==> config.mk <==
export PLATFORM = sky130hd
export DESIGN_NAME = date_difference_in_days_core
export DESIGN_NICKNAME = d
export VERILOG_FILES = /design/src/rtl/core/ddd_pkg.sv /design/src/rtl/core/date_difference_in_days_core.sv
export SDC_FILE = /design/constraint.sdc
export NUM_CORES = 2
export LEC_CHECK = 0
export BUFFER_PORTS_ARGS = -buffer_cell sky130_fd_sc_hd__buf_2
export CAP_MARGIN = 30
export CORE_MARGIN = 1
export CORE_UTILIZATION = 49
export CTS_CLUSTER_DIAMETER = 40
export DETAILED_ROUTE_END_ITERATION = 16
export PLACE_DENSITY_LB_ADDON = 0.15
export SETUP_SLACK_MARGIN = 0.5
export SLEW_MARGIN = 20
export SYNTH_ARGS = -nofsm -noshare
export SYNTH_HDL_FRONTEND = slang
export SYNTH_SLANG_ARGS = --single-unit
export TNS_END_PERCENT = 20
==> constraint.sdc <==
create_clock -name clock -period 12.2 [get_ports clock]
set_input_delay 0.61 -clock clock [delete_from_list [all_inputs] [get_ports clock]]
set_output_delay 0.61 -clock clock [all_outputs]
set_load 0.02 [all_outputs]
==> src/rtl/core/ddd_pkg.sv <==
// ----------------------------------------------------------------------------
// ddd_pkg
// Shared widths, constants and the month offset table for the Gregorian
// day count core.
// ----------------------------------------------------------------------------
package ddd_pkg;

   // field widths
   localparam int YEAR_W  = 14;
   localparam int MONTH_W = 4;
   localparam int DAY_W   = 5;
   localparam int CNT_W   = 22;

   // bus widths, packed fields rounded up to whole bytes
   localparam int DATE_W     = YEAR_W + MONTH_W + DAY_W;
   localparam int REQ_DATA_W = ((2 * DATE_W + 7) / 8) * 8;
   localparam int RSP_DATA_W = ((CNT_W + 7) / 8) * 8;

   // years above this saturate
   localparam int YEAR_MAX  = 9999;
   localparam int MONTH_MAX = 11;

   // day number of the last date of YEAR_MAX fits in DN_W bits
   localparam int DN_W  = $clog2(YEAR_MAX * 366 + 400);
   localparam int OFS_W = 9;

   // divide by 100: floor(x * 5243 / 2^19), exact for x below 43699
   localparam int DIV100_MUL = 5243;
   localparam int DIV100_SH  = 19;
   localparam int MUL_W      = 13;
   localparam int PROD_W     = YEAR_W + MUL_W;
   localparam int QUO_W      = PROD_W - DIV100_SH;

   localparam int DAYS_PER_YEAR = 365;
   localparam int CENTURY       = 100;

   typedef logic [YEAR_W-1:0]  year_type;
   typedef logic [MONTH_W-1:0] month_type;
   typedef logic [DAY_W-1:0]   day_type;
   typedef logic [PROD_W-1:0]  prod_type;
   typedef logic [QUO_W-1:0]   quo_type;
   typedef logic [DN_W-1:0]    dnum_type;
   typedef logic [OFS_W-1:0]   ofs_type;

   // days before each month, common and leap year
   localparam ofs_type BEFORE_COMMON [12] = '{
      9'd0, 9'd31, 9'd59, 9'd90, 9'd120, 9'd151,
      9'd181, 9'd212, 9'd243, 9'd273, 9'd304, 9'd334
   };
   localparam ofs_type BEFORE_LEAP [12] = '{
      9'd0, 9'd31, 9'd60, 9'd91, 9'd121, 9'd152,
      9'd182, 9'd213, 9'd244, 9'd274, 9'd305, 9'd335
   };

   // month must already be saturated to 0..11
   function automatic ofs_type month_offset(input logic leap, input month_type m);
      ofs_type r;
      r = '0;
      for (int k = 0; k <= MONTH_MAX; k++) begin
         if (m == MONTH_W'(k)) begin
            r = leap ? BEFORE_LEAP[k] : BEFORE_COMMON[k];
         end
      end
      return r;
   endfunction

endpackage

==> src/rtl/core/date_difference_in_days_core.sv <==
// ----------------------------------------------------------------------------
// date_difference_in_days_core
// Days from a start date to an end date on the Gregorian calendar, with an
// order flag when the start lies after the end.
// ----------------------------------------------------------------------------
//  channel | direction | transaction
//  req_    | in        | start date and end date (year, month 0..11, day)
//  rsp_    | out       | day count in tdata, order error in tuser
//
//  Four register stages: saturate and multiply by the 1/100 reciprocal,
//  year base and leap rule, month offset and day, compare and subtract.
//  One transaction per cycle unless rsp_ stalls; results leave in order.
//  All stages advance together; a stalled rsp_ output freezes the pipeline
//  and drops req_tready in the same cycle. Reset clears the valid bits only.
// ----------------------------------------------------------------------------
module date_difference_in_days_core
   import ddd_pkg::*;
(
   input  logic                  clock,
   input  logic                  reset,
   input  logic                  req_tvalid,
   output logic                  req_tready,
   // start_year, start_month, start_day, end_year, end_month, end_day, zero pad
   input  logic [REQ_DATA_W-1:0] req_tdata,
   output logic                  rsp_tvalid,
   input  logic                  rsp_tready,
   // day_count, zero pad
   output logic [RSP_DATA_W-1:0] rsp_tdata,
   // order_error
   output logic                  rsp_tuser
);

   logic advance;

   // stage 1: saturated date and reciprocal products
   logic      s1_vld_ff;
   year_type  s1_year_ff  [2];
   year_type  s1_year_in  [2];
   month_type s1_month_ff [2];
   month_type s1_month_in [2];
   day_type   s1_day_ff   [2];
   day_type   s1_day_in   [2];
   prod_type  s1_pn_ff    [2];
   prod_type  s1_pn_in    [2];
   prod_type  s1_py_ff    [2];
   prod_type  s1_py_in    [2];

   // stage 2: days before the year, leap flag
   logic      s2_vld_ff;
   dnum_type  s2_base_ff  [2];
   dnum_type  s2_base_in  [2];
   logic      s2_leap_ff  [2];
   logic      s2_leap_in  [2];
   month_type s2_month_ff [2];
   day_type   s2_day_ff   [2];

   // stage 3: day numbers
   logic      s3_vld_ff;
   dnum_type  s3_dn_ff    [2];
   dnum_type  s3_dn_in    [2];

   // stage 4: output register
   logic             s4_vld_ff;
   logic [CNT_W-1:0] s4_cnt_ff;
   logic [CNT_W-1:0] s4_cnt_in;
   logic             s4_err_ff;
   logic             s4_err_in;

   // whole pipeline moves when the output slot is free or being taken
   assign advance    = !s4_vld_ff || rsp_tready;
   assign req_tready = advance;

   // valid bits
   always_ff @(posedge clock) begin
      if (reset) begin
         s1_vld_ff <= 1'b0;
         s2_vld_ff <= 1'b0;
         s3_vld_ff <= 1'b0;
         s4_vld_ff <= 1'b0;
      end else if (advance) begin
         s1_vld_ff <= req_tvalid;
         s2_vld_ff <= s1_vld_ff;
         s3_vld_ff <= s2_vld_ff;
         s4_vld_ff <= s3_vld_ff;
      end
   end

   // stage 1: unpack, saturate, multiply y-1 and y by the reciprocal of 100
   always_comb begin
      year_type  yr;
      month_type mo;
      for (int i = 0; i < 2; i++) begin
         yr = req_tdata[i*DATE_W +: YEAR_W];
         mo = req_tdata[i*DATE_W + YEAR_W +: MONTH_W];
         s1_year_in[i]  = (yr > YEAR_W'(YEAR_MAX)) ? YEAR_W'(YEAR_MAX) : yr;
         s1_month_in[i] = (mo > MONTH_W'(MONTH_MAX)) ? MONTH_W'(MONTH_MAX) : mo;
         s1_day_in[i]   = req_tdata[i*DATE_W + YEAR_W + MONTH_W +: DAY_W];
         s1_pn_in[i]    = PROD_W'(s1_year_in[i] - YEAR_W'(1)) * PROD_W'(DIV100_MUL);
         s1_py_in[i]    = PROD_W'(s1_year_in[i]) * PROD_W'(DIV100_MUL);
      end
   end

   // stage 2: 365*y + n/4 - n/100 + n/400 with n = y-1, and the leap rule
   always_comb begin
      quo_type  qn;
      quo_type  qy;
      year_type nm1;
      for (int i = 0; i < 2; i++) begin
         qn  = s1_pn_ff[i][DIV100_SH +: QUO_W];
         qy  = s1_py_ff[i][DIV100_SH +: QUO_W];
         nm1 = s1_year_ff[i] - YEAR_W'(1);
         if (s1_year_ff[i] == '0) begin
            s2_base_in[i] = '0;
         end else begin
            s2_base_in[i] = DN_W'(s1_year_ff[i]) * DN_W'(DAYS_PER_YEAR)
                          + DN_W'(nm1 >> 2) - DN_W'(qn) + DN_W'(qn >> 2);
         end
         // divisible by 4, and either not by 100 or by 400; year zero is common
         s2_leap_in[i] = (s1_year_ff[i] != '0) && (s1_year_ff[i][1:0] == 2'b00)
                      && ((s1_year_ff[i] != YEAR_W'(qy) * YEAR_W'(CENTURY))
                          || (qy[1:0] == 2'b00));
      end
   end

   // stage 3: add month offset and day
   always_comb begin
      for (int i = 0; i < 2; i++) begin
         s3_dn_in[i] = s2_base_ff[i]
                     + DN_W'(month_offset(s2_leap_ff[i], s2_month_ff[i]))
                     + DN_W'(s2_day_ff[i]);
      end
   end

   // stage 4: order check and difference (index 0 is start, 1 is end)
   always_comb begin
      s4_err_in = s3_dn_ff[0] > s3_dn_ff[1];
      s4_cnt_in = s4_err_in ? '0 : CNT_W'(s3_dn_ff[1] - s3_dn_ff[0]);
   end

   // payload registers
   always_ff @(posedge clock) begin
      if (advance) begin
         for (int i = 0; i < 2; i++) begin
            s1_year_ff[i]  <= s1_year_in[i];
            s1_month_ff[i] <= s1_month_in[i];
            s1_day_ff[i]   <= s1_day_in[i];
            s1_pn_ff[i]    <= s1_pn_in[i];
            s1_py_ff[i]    <= s1_py_in[i];
            s2_base_ff[i]  <= s2_base_in[i];
            s2_leap_ff[i]  <= s2_leap_in[i];
            s2_month_ff[i] <= s1_month_ff[i];
            s2_day_ff[i]   <= s1_day_ff[i];
            s3_dn_ff[i]    <= s3_dn_in[i];
         end
         s4_cnt_ff <= s4_cnt_in;
         s4_err_ff <= s4_err_in;
      end
   end

   assign rsp_tvalid = s4_vld_ff;
   assign rsp_tdata  = RSP_DATA_W'(s4_cnt_ff);
   assign rsp_tuser  = s4_err_ff;

endmodule

==> impl.org <==
** Outcome
- The run finished with clean final reports.

** Hold path
- Counting instances, the worst hold path has a depth of 1.
- Worst min-delay path class :: in2reg
- Hold Path Sink :: s1_day_ff[0][5]$_DFFE_PP_
- Launch instance of the worst min-delay path :: req_tdata[41]

** Clock tree
- Skew-Pair Late Insertion Delay :: 560 ps
- The clock net in this run drives a total of 213 sinks.
- TritonCTS built the clock tree.
- In this run the clock root is driven by a sky130_fd_sc_hd__clkbuf_16.
- Post-CTS repair changed the size of 0 cells.
- For this design, the CTS-stage hold fixing added 0 buffers.
- In this run the number of H-tree levels came out at 1.
- After clock tree synthesis, the clock-pin slew on the worst setup and hold paths is 60 ps.
- In this run the deepest clock path goes through 3 buffers.
- Number of buffers created by CTS :: 30
- After clock tree synthesis, the setup repair step added 0 buffers.

** Critical path
- Critical path depth :: 33
- The worst setup path is of the in2reg kind.
- In this design, the stage delay of the slowest critical-path cell is 550 ps.
- Kind of cell adding the most delay to the critical path :: adder cells
- Worst Path Max Fanout :: 9
- Among all stages on the critical path, the largest delay is contributed by sky130_fd_sc_hd__a2111oi_0.
- CP Data Arrival Time :: 9600 ps
- Worst reg2reg setup slack :: 5450 ps
- R2r startpoint :: s1_year_ff[0][2]$_DFFE_PP_
- For the worst flop-to-flop path, the logic depth is 22.
- At the worst endpoint, the required time is 12,500 ps.
- Worst flop-to-flop path endpoint :: s2_base_ff[0][21]$_SDFFCE_PP0P_
- Crit path buf inv count :: 6
- Setup crit end kind :: flop
- Kind of start point of the critical path :: input port

** Die
- Die width :: 267.5 um
- The die covers 71,570 um2.
- The initialized floorplan defines 96 standard-cell rows.
- During I/O placement, the number of pins put on the boundary was 79.
- Starting utilization of the core area :: 0.4993
- In this run the standard cell core region covers 69,190 um2.
- Die height :: 267.5 um

** Synthesis
- Summed over all instances, the cell type with the most area after synthesis is sky130_fd_sc_hd__fa_1.
- FFs w/ async S/R, synth :: 0
- Library cells used by synthesis :: 75
- The most common cell in the synthesized netlist is sky130_fd_sc_hd__inv_1.
- Post-Synthesis Cell Area :: 34,550 um2
- The Yosys step of the flow raised 0 warnings.
- Mean area per synthesized cell :: 9.910 um2
- Combinational family with the most area after synthesis :: adder cells
- Of the total synthesized cell area, the portion taken by XOR and XNOR cells is 0.06642.
- The share of synthesized area in the top cell type comes to 0.2509.
- Of the total synthesized cell area, the portion taken by AND, OR, NAND and NOR gates is 0.06798.
- Adder and majority cell fraction of the synthesized area :: 0.4939
- Share of synthesized area occupied by flip-flops and latches :: 0.1840
- Synthesized netlist cell count :: 3,486
- Measured against the total synthesized area, the mux share comes to 0.002644.
- The area fraction in compound gates after synthesis was 0.07167.
- EDFF count, synth :: 209
- By count the netlist is led by 991 x sky130_fd_sc_hd__inv_1, 671 x sky130_fd_sc_hd__ha_1, 433 x sky130_fd_sc_hd__fa_1, 209 x sky130_fd_sc_hd__edfxtp_1, 202 x sky130_fd_sc_hd__xnor2_1.
- Synth area leaders :: sky130_fd_sc_hd__fa_1 25%, sky130_fd_sc_hd__ha_1 24%, sky130_fd_sc_hd__edfxtp_1 18%
- Among all flip-flop cells after synthesis, the most frequent one is sky130_fd_sc_hd__edfxtp_1.
- Number of synthesized register bits :: 213

** Placed design
- At the end of routability-driven placement, the weighted congestion stood at 0.8822.
- Post-DP HPWL :: 56,780 um
- Buffers placed on the I/O ports in this run total 74.
- The number of placed instances, taps included, is 4,461.

** Global route
- Congestion Overflow GR :: 0
- The first global-routing pass estimated 110,700 um of wire.
- The initial antenna violation count came to 1.
- Entering global routing, the biggest net connects 155 pins.
- The via count of the first global-routing pass came to 22.68k.
- In the global route stage, overall resource usage came out at 0.1913.

** Cells and area
- Post-route non-filler standard cell count :: 4,517
- The net count of the finished layout is 4,719.
- Of the cells placed in the final design, the portion with a size suffix greater than 1 is 0.04575.
- From synthesis to final layout, the design area changed by 7.251%.

** Detailed routing
- Initial DRC count :: 868
- In the routed layout, each cell is associated on average with a via count of 4.857.
- Summed over all layers, the routed wires come to 65,600 um.
- Post-detailed-route DRC marker count :: 0
- Antenna violation net count after detailed routing :: 0
- Via count :: 21.94k
- In the final routed layout, each cell accounts on average for 14.52 um.
- Drt pass-1 iters :: 5

** STA
- The final number of max-transition violations is 0.
- The number of failing hold endpoints at the final stage is 0.
- The worst pin sits at a relative slew slack of 0.3912.
- Measured slew at the worst slew-check pin :: 906.7 ps
- Adding up every negative setup slack in the final design gives 0 ps.
- The clock arrives with 10.60 ps of skew.
- Final worst-path cycle share :: 0.7621
- Min Clock Period, post-route :: 9297 ps
- Setup repair after global routing left no endpoint under its margin.
- Derived from the worst setup path, the maximum achievable clock frequency is 107.6 MHz.
- Setup violations remaining at the end of the flow were counted as 0.

** Flow run
- Across the run, the number of max-cap violations was 0.
-- per-stage QoR --
stage	hold slack, ps	setup WS (ps)	util	cell area, um2
after floorplan	400.3	3123	-	34550
after global placement	401.1	2348	0.5205	36010
after detailed placement	404.5	2353	0.5205	36010
after CTS	185.4	2914	0.5353	37030
after global routing	191.2	2206	0.5355	37050
final	222.0	2903	0.5355	37050
-- per-layer routing --
| metal | vias to the layer above | part of all wire | track usage |
|---|---|---|---|
| li1 | 11160 | - | - |
| met1 | 10510 | 0.49 | 0.2682 |
| met2 | 209 | 0.47 | 0.3280 |
| met3 | 51 | 0.022 | 0.01269 |
| met4 | 0 | 0.014 | 0.03367 |
| met5 | - | 0 | 0 |
-- how the worst max path moves through the flow --
stage,start,end,slack (ps)
after detailed placement,req_tdata[30],s1_pn_ff[0][53]$_DFFE_PP_,2350
after CTS,req_tdata[30],s1_pn_ff[0][53]$_DFFE_PP_,2910
after floorplan,req_tdata[30],s1_pn_ff[0][53]$_DFFE_PP_,3120
final,req_tdata[30],s1_pn_ff[0][53]$_DFFE_PP_,2900
after global routing,req_tdata[30],s1_pn_ff[0][53]$_DFFE_PP_,2210
after global placement,req_tdata[30],s1_pn_ff[0][53]$_DFFE_PP_,2350
-- cells in the final DEF (no fill, tap or decap), types with 17 or more instances in the layout --
cell type / instances
sky130_fd_sc_hd__ha_1: 671
sky130_fd_sc_hd__a21oi_1: 94
sky130_fd_sc_hd__xnor2_1: 202
sky130_fd_sc_hd__inv_1: 991
sky130_fd_sc_hd__nand2b_1: 23
sky130_fd_sc_hd__xor2_1: 55
sky130_fd_sc_hd__nor3_1: 38
sky130_fd_sc_hd__fa_1: 433
sky130_fd_sc_hd__o21ai_0: 75
sky130_fd_sc_hd__and3_1: 21
sky130_fd_sc_hd__nor2b_1: 40
sky130_fd_sc_hd__edfxtp_1: 209
sky130_fd_sc_hd__clkbuf_16: 31
sky130_fd_sc_hd__a211oi_1: 20
sky130_fd_sc_hd__nand2_1: 121
sky130_fd_sc_hd__nand3_1: 38
sky130_fd_sc_hd__buf_2: 74
sky130_fd_sc_hd__nor2_1: 148
sky130_fd_sc_hd__a21o_1: 67
sky130_fd_sc_hd__o21a_1: 17
-- cell families (layout without fill, tap and decap cells) --
group                      Yosys count  after routing
DFF                                213            213
other                                1              3
adders and majority gates         1104           1104
buffers and inverters             1035           1133
AOI/OAI and AO/OA                  373            373
and+or+nand+nor                    492            492
muxes                                9              9
xor gates and xnor gates           259            259
-- state kept, by name (all words and copies together), names as in the netlist --
| register | flops |
|---|---|
| s2_base_ff | 44 |
| s3_dn_ff | 44 |
| s1_year_ff | 26 |
| s4_cnt_ff | 22 |
| s1_py_ff | 18 |
| s1_pn_ff | 16 |
| s1_day_ff | 10 |
| s2_day_ff | 10 |
| s1_month_ff | 8 |
| s2_month_ff | 8 |
| s2_leap_ff | 2 |
| rsp_tuser | 1 |
| rsp_tvalid | 1 |
| s1_vld_ff | 1 |
| s2_vld_ff | 1 |
| s3_vld_ff | 1 |
-- final cells by class --
cell class | count | area, um2
tap | 931 | 1165
sequential | 213 | 6356
antenna | 1 | 2.502
multi-input combinational | 2239 | 24290
fill | 6362 | 32130
inverter | 994 | 3736
clock inverter | 19 | 234.0
timing repair buffer | 85 | 473.0
clock buffer | 35 | 790.8
Power is left out: the tool's default activity adds up to more than one toggle a clock period on the data nets, which glitch-free logic cannot reach.
